$ cat config.mk
export PLATFORM = sky130hd
export DESIGN_NAME = act_ctrl
export DESIGN_NICKNAME = d
export VERILOG_FILES = /design/src/rtl/average_cost_position_tracker_assert.svh /design/src/rtl/act_pkg.sv /design/src/rtl/act_ctrl.sv
export SDC_FILE = /design/constraint.sdc
export NUM_CORES = 1
export LEC_CHECK = 0
export ABC_AREA = 0
export BUFFER_PORTS_ARGS = -buffer_cell sky130_fd_sc_hd__buf_2
export CAP_MARGIN = 30
export CORE_MARGIN = 2
export CORE_UTILIZATION = 43
export CTS_CLUSTER_DIAMETER = 40
export DETAILED_ROUTE_END_ITERATION = 6
export HOLD_SLACK_MARGIN = 0.02
export PLACE_DENSITY_LB_ADDON = 0.12
export SLEW_MARGIN = 10
export SYNTH_ARGS = -nofsm -noshare
export SYNTH_HDL_FRONTEND = slang
export SYNTH_SLANG_ARGS = --single-unit
$ cat constraint.sdc
create_clock -name clock -period 1.61 [get_ports clock]
set_clock_uncertainty 0.2 [all_clocks]
set_input_delay 0.322 -clock clock [delete_from_list [all_inputs] [get_ports clock]]
set_output_delay 0.322 -clock clock [all_outputs]
set_load 0.005 [all_outputs]
$ cat src/rtl/average_cost_position_tracker_assert.svh
// ----------------------------------------------------------------------------
// Assertion macros for the average-cost position tracker
// Implication checks used at the end of the top level.
// ----------------------------------------------------------------------------
`ifndef AVERAGE_COST_POSITION_TRACKER_ASSERT_SVH
`define AVERAGE_COST_POSITION_TRACKER_ASSERT_SVH

// same-cycle implication
`define ACT_ASSERT_NOW(label, clk, rst, pre, post) \
   label: assert property (@(posedge clk) disable iff (rst) (pre) |-> (post)) \
      else $error("act assertion failed");

// next-cycle implication
`define ACT_ASSERT_NEXT(label, clk, rst, pre, post) \
   label: assert property (@(posedge clk) disable iff (rst) (pre) |=> (post)) \
      else $error("act assertion failed");

`endif

$ cat src/rtl/act_pkg.sv
// ----------------------------------------------------------------------------
// act_pkg
// Types, codes and helpers shared by the position tracker modules.
// ----------------------------------------------------------------------------
package act_pkg;

   localparam logic [1:0] CMD_ADD_ID = 2'd0;
   localparam logic [1:0] CMD_TRADE  = 2'd1;
   localparam logic [1:0] CMD_CLEAR  = 2'd2;
   localparam logic [1:0] CMD_RESET  = 2'd3;

   localparam logic [1:0] STATUS_OK   = 2'd0;
   localparam logic [1:0] STATUS_FULL = 2'd1;
   localparam logic [1:0] STATUS_SAT  = 2'd2;

   localparam int OP_W = 5;
   localparam logic [OP_W-1:0] OP_IDLE         = 5'd0;
   localparam logic [OP_W-1:0] OP_LOAD         = 5'd1;
   localparam logic [OP_W-1:0] OP_ADD_ID       = 5'd2;
   localparam logic [OP_W-1:0] OP_CLEAR_IDS    = 5'd3;
   localparam logic [OP_W-1:0] OP_RESET_ALL    = 5'd4;
   localparam logic [OP_W-1:0] OP_SCAN_START   = 5'd5;
   localparam logic [OP_W-1:0] OP_SCAN_STEP    = 5'd6;
   localparam logic [OP_W-1:0] OP_CLOSE_PREP   = 5'd7;
   localparam logic [OP_W-1:0] OP_MUL_PNL      = 5'd8;
   localparam logic [OP_W-1:0] OP_ADD_PNL      = 5'd9;
   localparam logic [OP_W-1:0] OP_CASH_CLOSE   = 5'd10;
   localparam logic [OP_W-1:0] OP_MUL_REST     = 5'd11;
   localparam logic [OP_W-1:0] OP_CASH_REST    = 5'd12;
   localparam logic [OP_W-1:0] OP_MUL_HELD     = 5'd13;
   localparam logic [OP_W-1:0] OP_MUL_QTY      = 5'd14;
   localparam logic [OP_W-1:0] OP_OPEN_ADD     = 5'd15;
   localparam logic [OP_W-1:0] OP_DIV_STEP     = 5'd16;
   localparam logic [OP_W-1:0] OP_SET_AVG      = 5'd17;
   localparam logic [OP_W-1:0] OP_FIN_TRADE    = 5'd18;
   localparam logic [OP_W-1:0] OP_WRITE_RSP    = 5'd19;

   typedef struct packed {
      logic [1:0]  cmd;
      logic [31:0] own_order_id;
      logic [31:0] buyer_order_id;
      logic [31:0] seller_order_id;
      logic [23:0] trade_quantity;
      logic [23:0] trade_price;
   } act_req_type;

   typedef struct packed {
      logic               matched;
      logic               was_buy;
      logic signed [31:0] position_quantity;
      logic [31:0]        average_price;
      logic signed [63:0] realized_profit;
      logic signed [63:0] cash_balance;
      logic [31:0]        fill_count;
      logic [47:0]        traded_volume;
      logic [1:0]         status;
   } act_rsp_type;

   typedef struct packed {
      logic [OP_W-1:0] op;
   } act_cmd_type;

   typedef struct packed {
      logic [1:0] cmd;
      logic       qty_zero;
      logic       found;
      logic       miss;
      logic       closing;
      logic       rest_nz;
      logic       div_last;
   } act_stat_type;

   typedef struct packed {
      logic               sat;
      logic signed [63:0] value;
   } act_sat_type;

   function automatic act_sat_type sat_add(input logic signed [63:0] a,
                                           input logic signed [63:0] b);
      logic signed [63:0] s;
      act_sat_type        r;
      s = a + b;
      r.sat = (a[63] == b[63]) && (s[63] != a[63]);
      if (r.sat) begin
         r.value = a[63] ? {1'b1, 63'd0} : {1'b0, {63{1'b1}}};
      end else begin
         r.value = s;
      end
      return r;
   endfunction

endpackage

$ cat src/rtl/act_ctrl.sv
// ----------------------------------------------------------------------------
// act_ctrl
// Sequencer: steps the datapath through scan, arithmetic and result write.
// ----------------------------------------------------------------------------
module act_ctrl
   import act_pkg::*;
(
   input  logic         clock,
   input  logic         reset,
   input  logic         req_valid,
   output logic         req_ready,
   output logic         rsp_valid,
   input  logic         rsp_ready,
   input  act_stat_type stat,
   output act_cmd_type  cmd
);

   localparam logic [4:0] ST_IDLE       = 5'd0;
   localparam logic [4:0] ST_DECODE     = 5'd1;
   localparam logic [4:0] ST_SCAN       = 5'd2;
   localparam logic [4:0] ST_CLOSE_PREP = 5'd3;
   localparam logic [4:0] ST_MUL_PNL    = 5'd4;
   localparam logic [4:0] ST_ADD_PNL    = 5'd5;
   localparam logic [4:0] ST_CASH_CLOSE = 5'd6;
   localparam logic [4:0] ST_MUL_REST   = 5'd7;
   localparam logic [4:0] ST_CASH_REST  = 5'd8;
   localparam logic [4:0] ST_MUL_HELD   = 5'd9;
   localparam logic [4:0] ST_MUL_QTY    = 5'd10;
   localparam logic [4:0] ST_OPEN_ADD   = 5'd11;
   localparam logic [4:0] ST_DIV        = 5'd12;
   localparam logic [4:0] ST_SET_AVG    = 5'd13;
   localparam logic [4:0] ST_FIN_TRADE  = 5'd14;
   localparam logic [4:0] ST_FINISH     = 5'd15;

   logic [4:0] state_ff, state_in;
   logic       rsp_valid_ff, rsp_valid_in;

   assign req_ready = (state_ff == ST_IDLE);
   assign rsp_valid = rsp_valid_ff;

   always_comb begin
      state_in     = state_ff;
      cmd.op       = OP_IDLE;
      rsp_valid_in = rsp_valid_ff && !rsp_ready;
      unique case (state_ff)
         ST_IDLE: begin
            if (req_valid) begin
               cmd.op   = OP_LOAD;
               state_in = ST_DECODE;
            end
         end
         ST_DECODE: begin
            unique case (stat.cmd)
               CMD_ADD_ID: begin
                  cmd.op   = OP_ADD_ID;
                  state_in = ST_FINISH;
               end
               CMD_CLEAR: begin
                  cmd.op   = OP_CLEAR_IDS;
                  state_in = ST_FINISH;
               end
               CMD_RESET: begin
                  cmd.op   = OP_RESET_ALL;
                  state_in = ST_FINISH;
               end
               default: begin
                  if (stat.qty_zero) begin
                     state_in = ST_FINISH;
                  end else begin
                     cmd.op   = OP_SCAN_START;
                     state_in = ST_SCAN;
                  end
               end
            endcase
         end
         ST_SCAN: begin
            if (stat.found) begin
               state_in = stat.closing ? ST_CLOSE_PREP : ST_MUL_HELD;
            end else if (stat.miss) begin
               state_in = ST_FINISH;
            end else begin
               cmd.op = OP_SCAN_STEP;
            end
         end
         ST_CLOSE_PREP: begin
            cmd.op   = OP_CLOSE_PREP;
            state_in = ST_MUL_PNL;
         end
         ST_MUL_PNL: begin
            cmd.op   = OP_MUL_PNL;
            state_in = ST_ADD_PNL;
         end
         ST_ADD_PNL: begin
            cmd.op   = OP_ADD_PNL;
            state_in = ST_CASH_CLOSE;
         end
         ST_CASH_CLOSE: begin
            cmd.op   = OP_CASH_CLOSE;
            state_in = stat.rest_nz ? ST_MUL_REST : ST_FIN_TRADE;
         end
         ST_MUL_REST: begin
            cmd.op   = OP_MUL_REST;
            state_in = ST_CASH_REST;
         end
         ST_CASH_REST: begin
            cmd.op   = OP_CASH_REST;
            state_in = ST_FIN_TRADE;
         end
         ST_MUL_HELD: begin
            cmd.op   = OP_MUL_HELD;
            state_in = ST_MUL_QTY;
         end
         ST_MUL_QTY: begin
            cmd.op   = OP_MUL_QTY;
            state_in = ST_OPEN_ADD;
         end
         ST_OPEN_ADD: begin
            cmd.op   = OP_OPEN_ADD;
            state_in = ST_DIV;
         end
         ST_DIV: begin
            cmd.op = OP_DIV_STEP;
            if (stat.div_last) begin
               state_in = ST_SET_AVG;
            end
         end
         ST_SET_AVG: begin
            cmd.op   = OP_SET_AVG;
            state_in = ST_FIN_TRADE;
         end
         ST_FIN_TRADE: begin
            cmd.op   = OP_FIN_TRADE;
            state_in = ST_FINISH;
         end
         ST_FINISH: begin
            if (!rsp_valid_ff || rsp_ready) begin
               cmd.op       = OP_WRITE_RSP;
               rsp_valid_in = 1'b1;
               state_in     = ST_IDLE;
            end
         end
         default: begin
            state_in = ST_IDLE;
         end
      endcase
   end

   always_ff @(posedge clock) begin
      if (reset) begin
         state_ff     <= ST_IDLE;
         rsp_valid_ff <= 1'b0;
      end else begin
         state_ff     <= state_in;
         rsp_valid_ff <= rsp_valid_in;
      end
   end

endmodule

==> summary.txt <==
Status
  • Status: complete, but fails checks
  • Failing checks: negative setup slack

Route
  • Via density: 6.245
  • Drt pass-1 iters: 4
  • Iteration-0 DRC Markers: 45
  • Routed Antenna Nets: 0
  • DRC viols: 0
  • DR WL/cell: 18.60 um
  • Via Count: 868
  • Wirelength, routed: 2.585 mm

Global route
  • Total grt overflow: 0
  • Largest net degree at the start of global routing: 10
  • Vias in the first global route: 785
  • First-pass GRT wire length: 3.553 mm
  • Tot GR Track Use: 0.3375
  • Initial antenna violation count: 0

Critical path
  • Crit path max-delay cell type: or3_4
  • Crit-path max FO: 4
  • Crit end category: output port
  • Worst path buffer plus inverter count: 1
  • CP Cell Sequence: nand2b_1, or3_4, a32o_1, buf_2
  • Crit path launch type: register
  • Crit path largest cell delay: 370 ps
  • CP top delay family: simple AND/OR/NAND/NOR gates
  • Worst path arrival time: 1380 ps
  • Req. time, crit path: 1090 ps
  • CP Class: reg2out

Clocking
  • Clk Latency, worst-skew pair: 250 ps
  • CTS clk-pin slew, worst paths: 50 ps
  • Htree depth: 1
  • TritonCTS Sinks: 5
  • Number of buffers created by CTS: 3
  • CTS tree: built
  • Root Buffer: clkbuf_4
  • CTS max path bufs: 2

Floorplan
  • Core Rows: 13
  • Initial Util: 0.4458
  • Full die area: 1621 um^2
  • Ports: 19
  • Core region area: 1269 um^2
  • Die Width: 40.27 um
  • Die Ht: 40.27 um

Synthesis
  • Dominant synthesized flop cell: dfxtp_1
  • Cells after Synth: 78
  • Syn Nets: 90
  • Avg Cell Area, Syn: 7.251 um^2
  • Synth Register Bits: 5
  • FFs w/ async S/R, synth: 0
  • Syn. warnings: 0
  • Post-Syn Area: 565.5 um^2
  • Register area share after synthesis: 0.1770
  • Post-synth EDFFs: 0
  • Netlist cell types: 41

Place
  • Post-DP HPWL: 1.428 mm
  • RD Place Congestion: 0.9142
  • I/O Buffers: 18
  • Placed Area: 809.5 um^2
  • Placed Instances: 126

Layout
  • Final non-filler cell area: 1085 um^2
  • Final cell count without fillers: 139
  • Final net count: 137
  • Diode count: 0
  • Share of cells above drive strength 1: 0.7016
  • Layout area overhead: 91.81%

Worst hold path
  • Hold WC Path Type: in2reg

Flow run
  • Max Cap Violations: 0

STA
  • Worst Tran Pin Value: 265.1 ps
  • Final period utilization: 1.179
  • Final-report setup violation count: 8
  • Final Max Slew Viols: 0
  • Relative slew margins: 0.8232
  • Fmax: 526.6 MHz
  • Final WS setup: -288.9 ps
  • WHS: 167.1 ps
  • RSZ-0062 raised after global routing: true
  • Setup TNS: -1259 ps
  • Final hold viol count: 0
  • Fin crit period: 1899 ps

Pwr
  • Leakage Power: 0.0004573 uW
  • Design Power: 2262 uW
  • Peak supply drop: 1.171 mV
  • Power Dens Cells: 2085 nW/um^2
-- per-layer routing --
metal	track usage	wire length (um)	part of all wire
met1	0.4247	1063	0.41
met3	0.08889	204	0.079
met5	0	0	0
met4	0.1083	64	0.025
met2	0.5565	1252	0.48
-- cell usage in the layout, fill, tap and decap left out, types with 2 or more instances in the layout --
cell and count:
buf_4 22, buf_2 18, buf_6 8, a21o_1 4, nand2_1 3, o21ai_1 3, nand2b_1 3, a21oi_2 3
a211oi_2 3, clkbuf_4 3, dfxtp_4 3, nand3_1 2, a21oi_1 2, nor3_4 2, or3_4 2, nor2_1 2
o21ai_2 2, o21ai_0 2, a31oi_1 2, dfxtp_2 2
-- report_power, final --
group	total [uW]	leakage (uW)	switching, uW	internal [uW]
Clock	153	0.0000150	58.4	94.2
Combinational	1810	0.000398	851	956
Sequential	302	0.0000439	98.2	204
-- registers in the layout (all words and copies together) (netlist names) --
signal     flops
rsp_valid      1
state_ff       4
-- cell type report --
type	instances	area [um^2]
inverters	2	7.507
flip-flops and latches	5	113.9
fillers	65	183.9
multi-input cells	64	558.0
repair buffers	49	360.3
well taps	15	18.77
clock buffers	4	26.28
-- what timing repair did --
action,4_1_cts,5_1_grt
setup buffers,6,4
pin swaps,17,12
hold buffers,0,0
setup endpoints to repair,9,8
resized for setup,34,18
gates cloned,1,0
-- Yosys cell counts, types with 2 or more instances --
library cell,number,area share
a22oi_1,2,0.027
nor3b_1,2,0.027
a211oi_1,2,0.027
nor2_1,4,0.027
nand3_1,2,0.018
a21o_1,4,0.053
nor3_1,3,0.027
dfxtp_1,5,0.18
buf_2,4,0.035
nand2_1,4,0.027
o21ai_0,6,0.053
nand2b_1,3,0.033
a21oi_1,5,0.044
nor2b_1,3,0.033
inv_1,2,0.013
a31oi_1,2,0.022
-- path summary, 6_finish.rpt --
check	from	to	slack, ps	depth (start not counted)
setup / recovery	rsp_valid	cmd[0]	-290	4
hold / removal	reset	state_ff[2]	170	2
setup reg to reg	state_ff[1]	state_ff[3]	-140	7
hold reg to reg	rsp_valid	state_ff[0]	430	2
-- logic make-up after synthesis --
logic type      share of synthesized area
compound gates                     0.4248
simple gates                       0.3009
buf+inv                           0.08185
flops                              0.1770
xor+xnor                          0.01549
-- metrics by stage --
step	setup slack, ps	util
after detailed placement	-203.8	0.6381
after global routing	-347.4	0.8550
final	-288.9	0.8550
after floorplan	20.20	-
after CTS	-282.8	0.7751
after global placement	-181.8	0.6381
(Power assumes the default switching activity.)
